File: config.mk
export PLATFORM = sky130hd
export DESIGN_NAME = vc_credit_occupancy_tracker
export DESIGN_NICKNAME = d
export VERILOG_FILES = /design/src/hdl/vcot_pkg.sv /design/src/hdl/vcot_table.sv /design/src/hdl/vcot_divider.sv /design/src/hdl/vc_credit_occupancy_tracker.sv
export SDC_FILE = /design/constraint.sdc
export NUM_CORES = 1
export LEC_CHECK = 0
export ABC_AREA = 1
export BUFFER_PORTS_ARGS = -buffer_cell sky130_fd_sc_hd__buf_2
export CORE_MARGIN = 1.5
export CORE_UTILIZATION = 55
export CTS_BUF_LIST = sky130_fd_sc_hd__clkbuf_4
export CTS_CLUSTER_SIZE = 28
export DETAILED_ROUTE_END_ITERATION = 6
export PLACE_DENSITY_LB_ADDON = 0.2
export SYNTH_ARGS = -nofsm -noshare
export SYNTH_HDL_FRONTEND = slang
export SYNTH_SLANG_ARGS = --single-unit
File: constraint.sdc
create_clock -name clk -period 10.85 [get_ports clk]
set_clock_uncertainty 0.1 [all_clocks]
set_input_delay 1.085 -clock clk [delete_from_list [all_inputs] [get_ports clk]]
set_output_delay 1.085 -clock clk [all_outputs]
set_load 0.02 [all_outputs]
File: src/hdl/vcot_pkg.sv
// Shared types, codes and default sizes for the VC credit occupancy tracker.
package vcot_pkg;

    localparam int DEF_NUM_PORTS     = 8;
    localparam int DEF_NUM_VCS       = 4;
    localparam int DEF_MAX_CREDITS   = 255;
    localparam int DEF_FRACTION_BITS = 16;

    localparam int OP_W       = 2;
    localparam int PORT_W     = 3;
    localparam int CHAN_W     = 2;
    localparam int CREDIT_W   = 8;
    localparam int ERR_W      = 2;
    localparam int IN_FIELD_W = OP_W + PORT_W + CHAN_W + CREDIT_W;
    localparam int IN_TDATA_W = ((IN_FIELD_W + 7) / 8) * 8;

    typedef enum logic [OP_W-1:0] {
        OP_INIT  = 2'd0,
        OP_INC   = 2'd1,
        OP_DEC   = 2'd2,
        OP_QUERY = 2'd3
    } vcot_op_t;

    typedef enum logic [ERR_W-1:0] {
        ERR_OK          = 2'd0,
        ERR_INC_AT_MAX  = 2'd1,
        ERR_DEC_AT_ZERO = 2'd2,
        ERR_MAX_ZERO    = 2'd3
    } vcot_err_t;

    typedef enum logic [1:0] {
        ST_IDLE   = 2'd0,
        ST_UPDATE = 2'd1,
        ST_DIVIDE = 2'd2,
        ST_FINISH = 2'd3
    } vcot_state_t;

    typedef struct packed {
        logic [CREDIT_W-1:0] maximum;
        logic [CREDIT_W-1:0] count;
    } vcot_entry_t;

endpackage

File: src/hdl/vcot_table.sv
// Credit table: one synchronous RAM of count/maximum pairs with per-entry valid bits.
module vcot_table
    import vcot_pkg::*;
#(
    parameter int DEPTH = DEF_NUM_PORTS * DEF_NUM_VCS,
    parameter int IDX_W = (DEPTH > 1) ? $clog2(DEPTH) : 1
)
(
    input  logic              clk,
    input  logic              rst_n,
    input  logic              rd_en,
    input  logic [IDX_W-1:0]  rd_addr,
    output vcot_entry_t       rd_data,
    input  logic              wr_en,
    input  logic [IDX_W-1:0]  wr_addr,
    input  vcot_entry_t       wr_data
);

    vcot_entry_t        mem [DEPTH];
    logic [DEPTH-1:0]   valid_reg;
    vcot_entry_t        rdata_reg;
    logic               rvalid_reg;

    always_ff @(posedge clk)
    begin
        if (wr_en)
        begin
            mem[wr_addr] <= wr_data;
        end
        if (rd_en)
        begin
            rdata_reg <= mem[rd_addr];
        end
    end

    always_ff @(posedge clk or negedge rst_n)
    begin
        if (!rst_n)
        begin
            valid_reg  <= '0;
            rvalid_reg <= 1'b0;
        end
        else
        begin
            if (wr_en)
            begin
                valid_reg[wr_addr] <= 1'b1;
            end
            if (rd_en)
            begin
                rvalid_reg <= valid_reg[rd_addr];
            end
        end
    end

    // never-written entries read as the reset value
    assign rd_data = rvalid_reg ? rdata_reg : '0;

endmodule

File: src/hdl/vcot_divider.sv
// Bit-serial restoring divider: (dividend << FRACTION_BITS) / divisor, one quotient bit a cycle.
module vcot_divider
    import vcot_pkg::*;
#(
    parameter int FRACTION_BITS = DEF_FRACTION_BITS
)
(
    input  logic                     clk,
    input  logic                     rst_n,
    input  logic                     start,
    input  logic [CREDIT_W-1:0]      dividend,
    input  logic [CREDIT_W-1:0]      divisor,
    output logic                     done,
    output logic [FRACTION_BITS:0]   quotient
);

    localparam int STEPS = FRACTION_BITS + 1;
    localparam int CNT_W = $clog2(STEPS + 1);

    logic                   busy_reg,  busy_next;
    logic                   done_reg,  done_next;
    logic [CNT_W-1:0]       cnt_reg,   cnt_next;
    logic [CREDIT_W:0]      rem_reg,   rem_next;
    logic [CREDIT_W-1:0]    div_reg,   div_next;
    logic [FRACTION_BITS:0] quot_reg,  quot_next;

    logic                   ge;
    logic [CREDIT_W:0]      rem_sub;

    always_comb
    begin
        ge        = rem_reg >= {1'b0, div_reg};
        rem_sub   = ge ? (rem_reg - {1'b0, div_reg}) : rem_reg;
        busy_next = busy_reg;
        done_next = 1'b0;
        cnt_next  = cnt_reg;
        rem_next  = rem_reg;
        div_next  = div_reg;
        quot_next = quot_reg;
        if (start)
        begin
            busy_next = 1'b1;
            cnt_next  = '0;
            rem_next  = {1'b0, dividend};
            div_next  = divisor;
            quot_next = '0;
        end
        else if (busy_reg)
        begin
            // remainder stays below the divisor, so the shift cannot overflow
            quot_next = {quot_reg[FRACTION_BITS-1:0], ge};
            rem_next  = {rem_sub[CREDIT_W-1:0], 1'b0};
            cnt_next  = cnt_reg + 1'b1;
            if (cnt_reg == CNT_W'(STEPS - 1))
            begin
                busy_next = 1'b0;
                done_next = 1'b1;
            end
        end
    end

    always_ff @(posedge clk or negedge rst_n)
    begin
        if (!rst_n)
        begin
            busy_reg <= 1'b0;
            done_reg <= 1'b0;
            cnt_reg  <= '0;
        end
        else
        begin
            busy_reg <= busy_next;
            done_reg <= done_next;
            cnt_reg  <= cnt_next;
        end
    end

    always_ff @(posedge clk)
    begin
        rem_reg  <= rem_next;
        div_reg  <= div_next;
        quot_reg <= quot_next;
    end

    assign done     = done_reg;
    assign quotient = quot_reg;

endmodule

File: src/hdl/vc_credit_occupancy_tracker.sv
// Top level of the VC credit occupancy tracker: handshake, sequencer and result register.
//
// Keeps a credit count and a credit maximum for each virtual channel of each router
// port in a small synchronous RAM (entry = port * NUM_VCS + vc, all zero after reset).
// Each input word carries an operation (init, increment, decrement, query), a port, a
// channel and a credit value; each word yields exactly one result word holding the
// channel's occupancy (max - count) / max as an unsigned Q1.FRACTION_BITS fraction,
// truncated, plus an error code: increment at max and decrement at zero hold the count,
// a zero maximum or an out-of-range port/channel reports fraction 0 and code 3, the
// latter leaving the table untouched. Init saturates the credit value to MAX_CREDITS.
// One word is in flight at a time: after acceptance a word passes the RAM read, the
// update and write-back state, the bit-serial divider, which produces one quotient bit
// a cycle, and the finish state, which waits for a free output register and loads it.
// Words that skip the division go from the update state straight to the finish state.
// The output register frees the input side, so the next word is accepted while the
// previous result still waits to be taken.
module vc_credit_occupancy_tracker
    import vcot_pkg::*;
#(
    parameter int NUM_PORTS     = DEF_NUM_PORTS,
    parameter int NUM_VCS       = DEF_NUM_VCS,
    parameter int MAX_CREDITS   = DEF_MAX_CREDITS,
    parameter int FRACTION_BITS = DEF_FRACTION_BITS,
    localparam int OUT_FIELD_W  = FRACTION_BITS + 1 + ERR_W,
    localparam int OUT_TDATA_W  = ((OUT_FIELD_W + 7) / 8) * 8
)
(
    input  logic                    clk,
    input  logic                    rst_n,
    input  logic                    s_axis_tvalid,
    output logic                    s_axis_tready,
    // [1:0] operation, [4:2] port_number, [6:5] channel_number, [14:7] credit_value
    input  logic [IN_TDATA_W-1:0]   s_axis_tdata,
    output logic                    m_axis_tvalid,
    input  logic                    m_axis_tready,
    // [FRACTION_BITS:0] occupancy_fraction, then error_code (2 bits)
    output logic [OUT_TDATA_W-1:0]  m_axis_tdata
);

    localparam int DEPTH = NUM_PORTS * NUM_VCS;
    localparam int IDX_W = (DEPTH > 1) ? $clog2(DEPTH) : 1;

    // Unpack the input word
    vcot_op_t               in_op;
    logic [PORT_W-1:0]      in_port;
    logic [CHAN_W-1:0]      in_chan;
    logic [CREDIT_W-1:0]    in_credit;
    logic                   in_range;
    logic [IDX_W-1:0]       in_idx;
    logic                   in_accept;

    assign in_op     = vcot_op_t'(s_axis_tdata[OP_W-1:0]);
    assign in_port   = s_axis_tdata[OP_W +: PORT_W];
    assign in_chan   = s_axis_tdata[OP_W + PORT_W +: CHAN_W];
    assign in_credit = s_axis_tdata[OP_W + PORT_W + CHAN_W +: CREDIT_W];
    assign in_range  = (32'(in_port) < NUM_PORTS) && (32'(in_chan) < NUM_VCS);
    // hold the address at zero for an out-of-range port or channel so the RAM is never overrun
    assign in_idx    = in_range ? IDX_W'(32'(in_port) * NUM_VCS + 32'(in_chan)) : '0;
    assign in_accept = s_axis_tvalid && s_axis_tready;

    // Sequencer and word registers
    vcot_state_t            state_reg,     state_next;
    vcot_op_t               op_reg,        op_next;
    logic [IDX_W-1:0]       idx_reg,       idx_next;
    logic [CREDIT_W-1:0]    credit_reg,    credit_next;
    logic                   range_reg,     range_next;
    logic [FRACTION_BITS:0] frac_reg,      frac_next;
    vcot_err_t              err_reg,       err_next;
    logic                   out_valid_reg, out_valid_next;
    logic [FRACTION_BITS:0] out_frac_reg,  out_frac_next;
    vcot_err_t              out_err_reg,   out_err_next;

    // Table and divider connections
    vcot_entry_t            rd_entry;
    vcot_entry_t            upd_entry;
    vcot_err_t              upd_err;
    logic [CREDIT_W-1:0]    init_credit;
    logic                   tbl_wr_en;
    logic                   div_start;
    logic                   div_done;
    logic [FRACTION_BITS:0] div_quot;
    logic                   out_free;

    vcot_table #(
        .DEPTH   (DEPTH),
        .IDX_W   (IDX_W)
    ) u_table (
        .clk     (clk),
        .rst_n   (rst_n),
        .rd_en   (in_accept),
        .rd_addr (in_idx),
        .rd_data (rd_entry),
        .wr_en   (tbl_wr_en),
        .wr_addr (idx_reg),
        .wr_data (upd_entry)
    );

    vcot_divider #(
        .FRACTION_BITS (FRACTION_BITS)
    ) u_divider (
        .clk      (clk),
        .rst_n    (rst_n),
        .start    (div_start),
        .dividend (upd_entry.maximum - upd_entry.count),
        .divisor  (upd_entry.maximum),
        .done     (div_done),
        .quotient (div_quot)
    );

    // Read-modify step on the entry returned by the RAM
    assign init_credit = (32'(credit_reg) > MAX_CREDITS) ? CREDIT_W'(MAX_CREDITS) : credit_reg;

    always_comb
    begin
        upd_entry = rd_entry;
        upd_err   = ERR_OK;
        unique case (op_reg)
            OP_INIT:
            begin
                upd_entry.maximum = init_credit;
                upd_entry.count   = init_credit;
            end
            OP_INC:
            begin
                if (rd_entry.count < rd_entry.maximum)
                begin
                    upd_entry.count = rd_entry.count + 1'b1;
                end
                else
                begin
                    upd_err = ERR_INC_AT_MAX;
                end
            end
            OP_DEC:
            begin
                if (rd_entry.count != '0)
                begin
                    upd_entry.count = rd_entry.count - 1'b1;
                end
                else
                begin
                    upd_err = ERR_DEC_AT_ZERO;
                end
            end
            OP_QUERY:
            begin
                upd_entry = rd_entry;
            end
        endcase
    end

    assign out_free = !out_valid_reg || m_axis_tready;

    always_comb
    begin
        state_next     = state_reg;
        op_next        = op_reg;
        idx_next       = idx_reg;
        credit_next    = credit_reg;
        range_next     = range_reg;
        frac_next      = frac_reg;
        err_next       = err_reg;
        out_valid_next = out_valid_reg;
        out_frac_next  = out_frac_reg;
        out_err_next   = out_err_reg;
        tbl_wr_en      = 1'b0;
        div_start      = 1'b0;
        s_axis_tready  = 1'b0;

        // drop the result once the sink has taken it
        if (out_valid_reg && m_axis_tready)
        begin
            out_valid_next = 1'b0;
        end

        unique case (state_reg)
            ST_IDLE:
            begin
                s_axis_tready = 1'b1;
                if (s_axis_tvalid)
                begin
                    op_next     = in_op;
                    idx_next    = in_idx;
                    credit_next = in_credit;
                    range_next  = in_range;
                    state_next  = ST_UPDATE;
                end
            end
            ST_UPDATE:
            begin
                tbl_wr_en = range_reg;
                if (!range_reg || upd_entry.maximum == '0)
                begin
                    frac_next  = '0;
                    err_next   = ERR_MAX_ZERO;
                    state_next = ST_FINISH;
                end
                else
                begin
                    div_start  = 1'b1;
                    err_next   = upd_err;
                    state_next = ST_DIVIDE;
                end
            end
            ST_DIVIDE:
            begin
                if (div_done)
                begin
                    frac_next  = div_quot;
                    state_next = ST_FINISH;
                end
            end
            ST_FINISH:
            begin
                // hold until the output register is free, then hand the result over
                if (out_free)
                begin
                    out_valid_next = 1'b1;
                    out_frac_next  = frac_reg;
                    out_err_next   = err_reg;
                    state_next     = ST_IDLE;
                end
            end
        endcase
    end

    always_ff @(posedge clk or negedge rst_n)
    begin
        if (!rst_n)
        begin
            state_reg     <= ST_IDLE;
            out_valid_reg <= 1'b0;
        end
        else
        begin
            state_reg     <= state_next;
            out_valid_reg <= out_valid_next;
        end
    end

    always_ff @(posedge clk)
    begin
        op_reg       <= op_next;
        idx_reg      <= idx_next;
        credit_reg   <= credit_next;
        range_reg    <= range_next;
        frac_reg     <= frac_next;
        err_reg      <= err_next;
        out_frac_reg <= out_frac_next;
        out_err_reg  <= out_err_next;
    end

    assign m_axis_tvalid = out_valid_reg;
    assign m_axis_tdata  = OUT_TDATA_W'({out_err_reg, out_frac_reg});

endmodule
# Word-level counts from Yosys, hierarchy flattened

Memory sizes are Yosys's and may differ from the RTL's. A register that Yosys moved wholly into a read port is not among the register bits.
Cells that the tools add are included.

Bitwise operators: 1
Equality and inequality tests: 11
Add/sub/neg operators: 6
Reduce and logical (&&, ||, !) cells: 15
Magnitude comparators: 5
Muxes and demuxes: 40

Operators with widths:

| operator              | number |
|---|---|
| $mux W8               | 6 |
| $mux W17              | 2 |
| $pmux W17 S2          | 1 |
| $or A32 B32 Y32       | 1 |
| $pmux W8 S4           | 1 |
| $mux W1               | 19 |
| $mux W16              | 1 |
| $sub A8 B8 Y8         | 2 |
| $lt A5 B6 Y1 const B  | 2 |
| $mux W5               | 2 |
| $ge A9 B8 Y1          | 1 |
| $add A8 B1 Y8 const B | 1 |
| $eq A2 B2 Y1 const B  | 4 |
| $logic_not A8 Y1      | 1 |
| $lt A8 B8 Y1          | 1 |
| $mux W2               | 4 |
| $pmux W2 S4           | 1 |
| $reduce_bool A8 Y1    | 1 |
| $sub A8 B1 Y8 const B | 1 |
| $ne A2 B2 Y1 const B  | 3 |
| $reduce_and A3 Y1     | 2 |
| $add A5 B1 Y5 const B | 1 |
| $add A5 B2 Y5         | 1 |
| $bmux W1 S5           | 1 |
| other kinds (12)      | 18 |

Logic and storage cells: 97
Output and inout bits: 26
Input port bits: 20
RAM bits: 512
Flip-flop bits (word level): 130
Memories kept: 1

Memories:

| name        | depth | width | read ports | clocked after memory_dff | wr ports | line             | source |
|---|---|---|---|---|---|---|---|
| u_table.mem | 32    | 16    | 1          | 1                        | 1        | vcot_table.sv:19 | `vcot_entry_t mem [DEPTH];` |

# Depth between registers and ports, before layout

Gate-level depths: netlist of run 1.

Depth after elaboration: 6
Mapped depth: 29
Gate-level depth less buffers: 27

# Hierarchy

From an unflattened synthesis of run 1, not the netlist that was laid out.

Cells, all modules: 2496
Area total of the unflattened synthesis: 28018.1 um2

Modules (own cells, without submodules):

| module                      | sequential area each (um2) | cells each | area each (um2) | times used |
|---|---|---|---|---|
| vcot_table                  | 16681.0                    | 1906       | 22624.2         | 1 |
| vc_credit_occupancy_tracker | 1666.6                     | 356        | 3347.0          | 1 |
| vcot_divider                | 1016.0                     | 234        | 2047.0          | 1 |

# Worst setup path after synthesis of run 1

No wires, ideal clock.

Path kind: register to register
Start: register u_table.rvalid_reg
End: register u_divider.rem_reg[6] (data pin)
Stages on the path, launching flop included: 23
Clock period less this slack: 4.876 ns
Library setup time: 0.260 ns
Data arrival time: 4.516 ns
Path slack: 5.974 ns
Data required time: 10.490 ns
Path buffers: 2
Path through: dfrtp_1 -> buf_6 -> buf_6 -> nand2_1 -> inv_1 -> ha_1 -> nand2_1 -> o21a_1 -> nand2_2 -> a21oi_1 -> nand2_1 -> o21ai_0 -> o21ai_0 -> ha_1 -> inv_1 -> fa_1 -> a31oi_1 -> or2_2 -> nand2_1 -> a21oi_1 -> a21oi_1 -> o21ai_0 -> o21ai_1

RTL lines:

| element                  | line               | source |
|---|---|---|
| start: declaration       | vcot_table.sv:22   | `logic rvalid_reg;` |
| start signal: assignment | vcot_table.sv:51   | `rvalid_reg <= valid_reg[rd_addr];` |
| end signal: assignment   | vcot_divider.sv:80 | `rem_reg <= rem_next;` |
| end: declaration         | vcot_divider.sv:23 | `logic [CREDIT_W:0] rem_reg, rem_next;` |

==> impl_metrics.yaml, run 1 <==
status:
  status: "finished, final reports clean"
global_routing:
  grt_pass1_vias: 17993
  grt.total_usage: 0.279
  grt_pass1_wl_um: 104000
  grt_start_max_net_pins: 158
  grt_overflow: 0
  antenna_found_initial: 4
floorplanning:
  io_pins: 46
  initial_utilization: 0.555
  core-area_mm2: 0.0487
  die_w_um: 225
  rows: 81
  die_h_um: 225
  die-area_mm2: 0.0505
placed_design:
  port_buffers: 39
  dp_hpwl_um: 38200
  globalplace.congestion: 0.908
critical_path:
  slowest_delay_ns: 0.77
  cp-end-kind: "flip-flop"
  cp_max_fo: 33
  arrival_ns: 5.47
  cp-start-kind: "flip-flop"
  slowest_stage: "dfrtp_1"
  critPathMostFrequentCell: "nand2_1"
  path_class: "flip-flop to flip-flop"
  crit_required_ns: 11.46
  path_cells: "nand2_1 -> inv_2 -> ha_1 -> inv_1 -> o21bai_1 -> inv_1 -> nand2_1 -> nand2_1 -> nand2_2 -> o21ai_0 -> o21ai_0 -> o21ai_2 -> buf_4 -> ha_1 -> inv_1 -> fa_1 -> a31oi_1 -> or2_2 -> nand2_1 -> a21oi_1 -> a21oi_1 -> o21ai_0 -> o21ai_1"
synth:
  synthCells: 2151
  synth_top_family_by_area: "compound AO/OA/AOI/OAI gates"
  ys.flop_type: "edfxtp_1"
  syn_area_mm2: 0.0271
  synthArstFlopShare: 0.0653
  seq_area_frac_synth: 0.716
  yosys.area.top_type: "edfxtp_1"
  ys_types: 48
  synth_compound_area_frac: 0.130
  ys_ff_latch: 658
  yosys.area_share.xor_xnor: 0.00388
  synthDominantCellAreaShare: 0.662
  yosys.area_share.simple: 0.0958
  synth_adder_area_share: 0.0167
  avgSynthCellArea_um2: 12.6
  synthMuxAreaShare: 0
  synth-edff-count: 597
  yosys_warnings: 0
  synth.area.top_cells: "edfxtp_1 (66%), o21ai_0 (6.0%), nor2_1 (4.8%), dfrtp_1 (4.0%), o221ai_1 (3.4%)"
clock_network:
  cts_tree: "done"
  cts-root-buf: "clkbuf_4"
  cts_buffers: 165
  cts.sinks: 658
  cts_resized: 0
  cts_setup_buffers: 0
  ctsHoldBuffers: 0
  htree_levels: 4
  worstSkewPairLatency_ns: 0.99
  clk_pin_slew_worst_paths_ns: 0.06
  clk_path_buf_depth: 3
timing:
  finalHoldViolCount: 0
  fin_tns_setup_ns: 0
  setup_viol: 0
  slew_viol_final: 0
  rsz0062_at_grt: "false"
  fin_crit_sh: 0.448
  tightest_slew_ns: 1.33
  relSlewSlack: 0.113
  max_freq_ghz: 0.206
  period_needed_ns: 4.86
route:
  drcViolationCount: 0
  vias: 18283
  routed_wirelength_um: 68800
  initialDrtViolationCount: 2250
  firstDrtPassIters: 5
  ant_nets: 0
  routedWlPerCell_um: 22.4
  vias_per_cell: 5.95
final_layout:
  fin_nets: 2335
  final_util: 0.618
  nFillCells: 3807
  largest_reg_flops: 512
  areaGrowthSynthToFinish_pct: 11.3
  drive_gt1_frac: 0.179
  mostFrequentLayoutCells: "edfxtp_1 (597), nor2_1 (338), o21ai_0 (325)"
  final_common_cell: "edfxtp_1"
worst_hold_path:
  hold_class: "input port to async pin"
power_and_ir_drop:
  p_leak_nw: 10.8
  power_density_mw_per_mm2: 231
  max-vdd-ir-drop_mv: 0.117
run:
  max-cap-violations: 0
synthesized netlist by cell type (all sizes together), types with 4 or more instances:
cell and number:
buf 30, o221ai 104, o211ai 11, inv 112, a21oi 43, or2 19, nor2 353, clkbuf 104
dfxtp 18, edfxtp 597, ha 33, nor3 4, xor2 10, dfrtp 43, nand2 159, o21ai 342
a32oi 16, nand4 8, a31oi 20, nand3 78, o22ai 29
report_power, final:
group	total, W	switching (W)	internal [W]
Sequential	0.00340	0.000111	0.00329
Clock	0.00209	0.000972	0.00112
Combinational	0.00148	0.00106	0.000415
worst max-delay path, delay by kind of cell (launching register included):
kind | cells | cell delay (ns)
AOI/OAI and AO/OA | 9 | 1.11
adders and majority gates | 3 | 0.94
buffers and inverters | 5 | 0.79
DFF | 1 | 0.77
and+or+nand+nor | 6 | 0.86
final cells by class:
class / count / area, µm² / share of cell area
repair buffers: 92 / 629 / 0.0209
well taps: 664 / 831 / 0.0276
inverters: 114 / 438 / 0.0145
clock buffers: 237 / 1780 / 0.0591
diodes: 8 / 20.0 / 0.000665
multi-input cells: 1249 / 6740 / 0.224
clock inverters: 49 / 324 / 0.0108
flip-flops and latches: 658 / 19400 / 0.643
final timing paths:
path	start	endpoint	slack, ns	cells after the start
min reg2reg	frac_reg[1]	out_frac_reg[1]	0.32	0
max	u_table.rvalid_reg	u_divider.rem_reg[6]	5.99	23
min in group clk	s_axis_tdata[14]	credit_reg[7]	0.19	1
max in group asynchronous	rst_n	u_table.valid_reg[13]	10.09	2
min	rst_n	m_axis_tvalid	0.12	2
max reg2reg	u_table.rvalid_reg	u_divider.rem_reg[6]	5.99	23
through the flow:
| stage | total power [W] | hold WS, ns | setup WS [ns] | area (µm²) | instances |
|---|---|---|---|---|---|
| final | 0.00696 | 0.118 | 5.99 | 30100 | 3071 |
| after global routing | 0.00733 | 0.0726 | 5.47 | 30100 | 3070 |
| after CTS | 0.00700 | 0.0403 | 6.01 | 30100 | 3063 |
| after detailed placement | 0.00491 | 0.305 | 6.03 | 28000 | 2777 |
| after global placement | 0.00485 | 0.301 | 6.14 | 28000 | 2777 |
| after floorplan | 0.00442 | 0.300 | 5.97 | 27100 | 2155 |
kinds of logic (layout without fill, tap and decap cells):
family / Yosys count / after routing
buffers and inverters: 248 / 492
adders and majority gates: 35 / 35
DFF: 658 / 658
and+or+nand+nor: 623 / 623
AOI/OAI and AO/OA: 574 / 574
other: 1 / 13
xor gates and xnor gates: 12 / 12
routing by layer:
metal	routed length (µm)	track usage
met5	0	0
met4	1660	0.0998
met3	6250	0.0809
met2	33000	0.446
met1	27900	0.367
No activity file was read; power rests on OpenSTA's default activity.
==> run 2, diff against run 1 <==
clock period = 4.2 ns   (was 10.85 ns; I/O delays follow)
==> impl_metrics.yaml, run 2 (synthesized netlist as in run 1, its figures left out) <==
status:
  status: "finished, final reports clean"
critical_path:
  cp-start-kind: "flip-flop"
  arrival_ns: 4.54
  crit_required_ns: 4.76
  cp_max_fo: 8
  path_class: "flip-flop to flip-flop"
  cp-end-kind: "flip-flop"
timing:
  fin_crit_sh: 0.948
  tightest_slew_ns: 0.943
  period_needed_ns: 3.98
  relSlewSlack: 0.371
  finalHoldViolCount: 0
  max_freq_ghz: 0.251
  slew_viol_final: 0
  setup_viol: 0
  fin_hold_ws_ns: 0.150
  fin_tns_setup_ns: 0
route:
  vias_per_cell: 5.93
  routed_wirelength_um: 70200
  ant_nets: 0
  routedWlPerCell_um: 22.4
  vias: 18612
  initialDrtViolationCount: 2270
  drcViolationCount: 0
  firstDrtPassIters: 5
power_and_ir_drop:
  p_seq_frac: 0.481
  power_density_mw_per_mm2: 590
  power_frac_comb: 0.221
  power_w: 0.0182
  p_leak_nw: 11.1
  swShare: 0.306
  p_int_w: 0.0126
  power_frac_clock: 0.298
  max-vdd-ir-drop_mv: 0.390
  p_sw_w: 0.00556
global_routing:
  grt.total_usage: 0.284
  antenna_found_initial: 3
  grt_pass1_wl_um: 105000
  grt_start_max_net_pins: 124
  grt_overflow: 0
  grt_pass1_vias: 17822
placed_design:
  port_buffers: 39
  globalplace.congestion: 0.926
  placed_cells: 2816
  dp_hpwl_um: 40200
clock_network:
  cts_buffers: 164
  worstSkewPairLatency_ns: 0.96
  clk_path_buf_depth: 3
  clk_pin_slew_worst_paths_ns: 0.08
  cts-root-buf: "clkbuf_4"
  cts.sinks: 658
  cts_tree: "done"
  htree_levels: 4
floorplanning:
  initial_utilization: 0.555
  die-area_mm2: 0.0505
  rows: 81
  die_w_um: 225
  die_h_um: 225
  io_pins: 46
  core-area_mm2: 0.0487
final_layout:
  mostFrequentLayoutCells: "edfxtp_1 (597), nor2_1 (339), o21ai_0 (325)"
  final_common_cell: "edfxtp_1"
  fin_nets: 2401
  nFillCells: 3732
  areaGrowthSynthToFinish_pct: 13.8
  stdcell_count: 3138
  largest_reg_flops: 512
  drive_gt1_frac: 0.196
run:
  max-cap-violations: 0
worst_hold_path:
  hold_class: "input port to flip-flop"
[run 2: power groups by stage]
stage	Combinational (W)	Sequential, W	Clock, W
6_report	0.00402	0.00875	0.00541
3_3_place_gp	0.00380	0.00886	0
5_1_grt	0.00444	0.00880	0.00590
2_1_floorplan	0.00251	0.00891	0
4_1_cts	0.00392	0.00875	0.00553
3_5_place_dp	0.00389	0.00888	0
[run 2: repair_timing]
item / CTS / global route
buffers inserted: 0 / 4
hold buffers: 24 / 0
hold endpoints to repair: 83 / 0
endpoints found under the setup margin: 0 / 3
resized for setup: 0 / 8
[run 2: critical path, stage by stage, from the launching register on]
cell and delay (ns):
dfrtp_2 0.45, buf_4 0.17, buf_4 0.13, nand2_1 0.11
ha_1 0.26, nand2_1 0.09, nand2_1 0.05, nand2_1 0.06
nand2_1 0.06, nand2_1 0.12, nand2_4 0.12, o21ai_0 0.18
nand3_1 0.09, o211ai_1 0.12, nand2_1 0.08, nand2_1 0.08
inv_1 0.05, ha_1 0.33, inv_1 0.07, o21ai_0 0.19
a31oi_1 0.08, or2_2 0.29, nand2_1 0.08, a21oi_2 0.06
o21ai_0 0.17, o21ai_1 0.09
[run 2: layout make-up]
type	instances	area [µm²]	area share
clock inverter	37	250	0.00813
sequential	658	19400	0.629
tap	664	831	0.0270
multi-input combinational	1249	6750	0.219
antenna	7	17.5	0.000569
timing repair buffer	159	1270	0.0412
clock buffer	250	1880	0.0609
inverter	114	439	0.0143
[run 2: path summary, 6_finish.rpt]
check	startpoint	endpoint	depth (start not counted)	slack, ns
min in group asynchronous	rst_n	u_table.valid_reg[18]	4	0.57
max in group asynchronous	rst_n	u_table.rvalid_reg	4	2.95
min reg2reg	err_reg[0]	out_err_reg[0]	0	0.32
min	s_axis_tdata[10]	credit_reg[3]	2	0.15
max reg2reg	u_table.rvalid_reg	u_divider.rem_reg[6]	25	0.22
max	u_table.rvalid_reg	u_divider.rem_reg[6]	25	0.22
[run 2: per-layer routing]
metal,part of all wire,GRT usage,up-vias
met4,0.025,0.113,0
met1,0.41,0.387,9087
met5,0,0,-
met3,0.094,0.0640,115
met2,0.47,0.447,985
li1,-,-,8425
[run 2: metrics by stage]
| step | setup WS (ns) | util | cell area, µm² |
|---|---|---|---|
| after floorplan | 0.197 | - | 27100 |
| after global placement | 0.219 | 0.582 | 28400 |
| after detailed placement | 0.189 | 0.582 | 28400 |
| after CTS | 0.144 | 0.630 | 30700 |
| after global routing | -0.00980 | 0.632 | 30800 |
| final | 0.219 | 0.632 | 30800 |
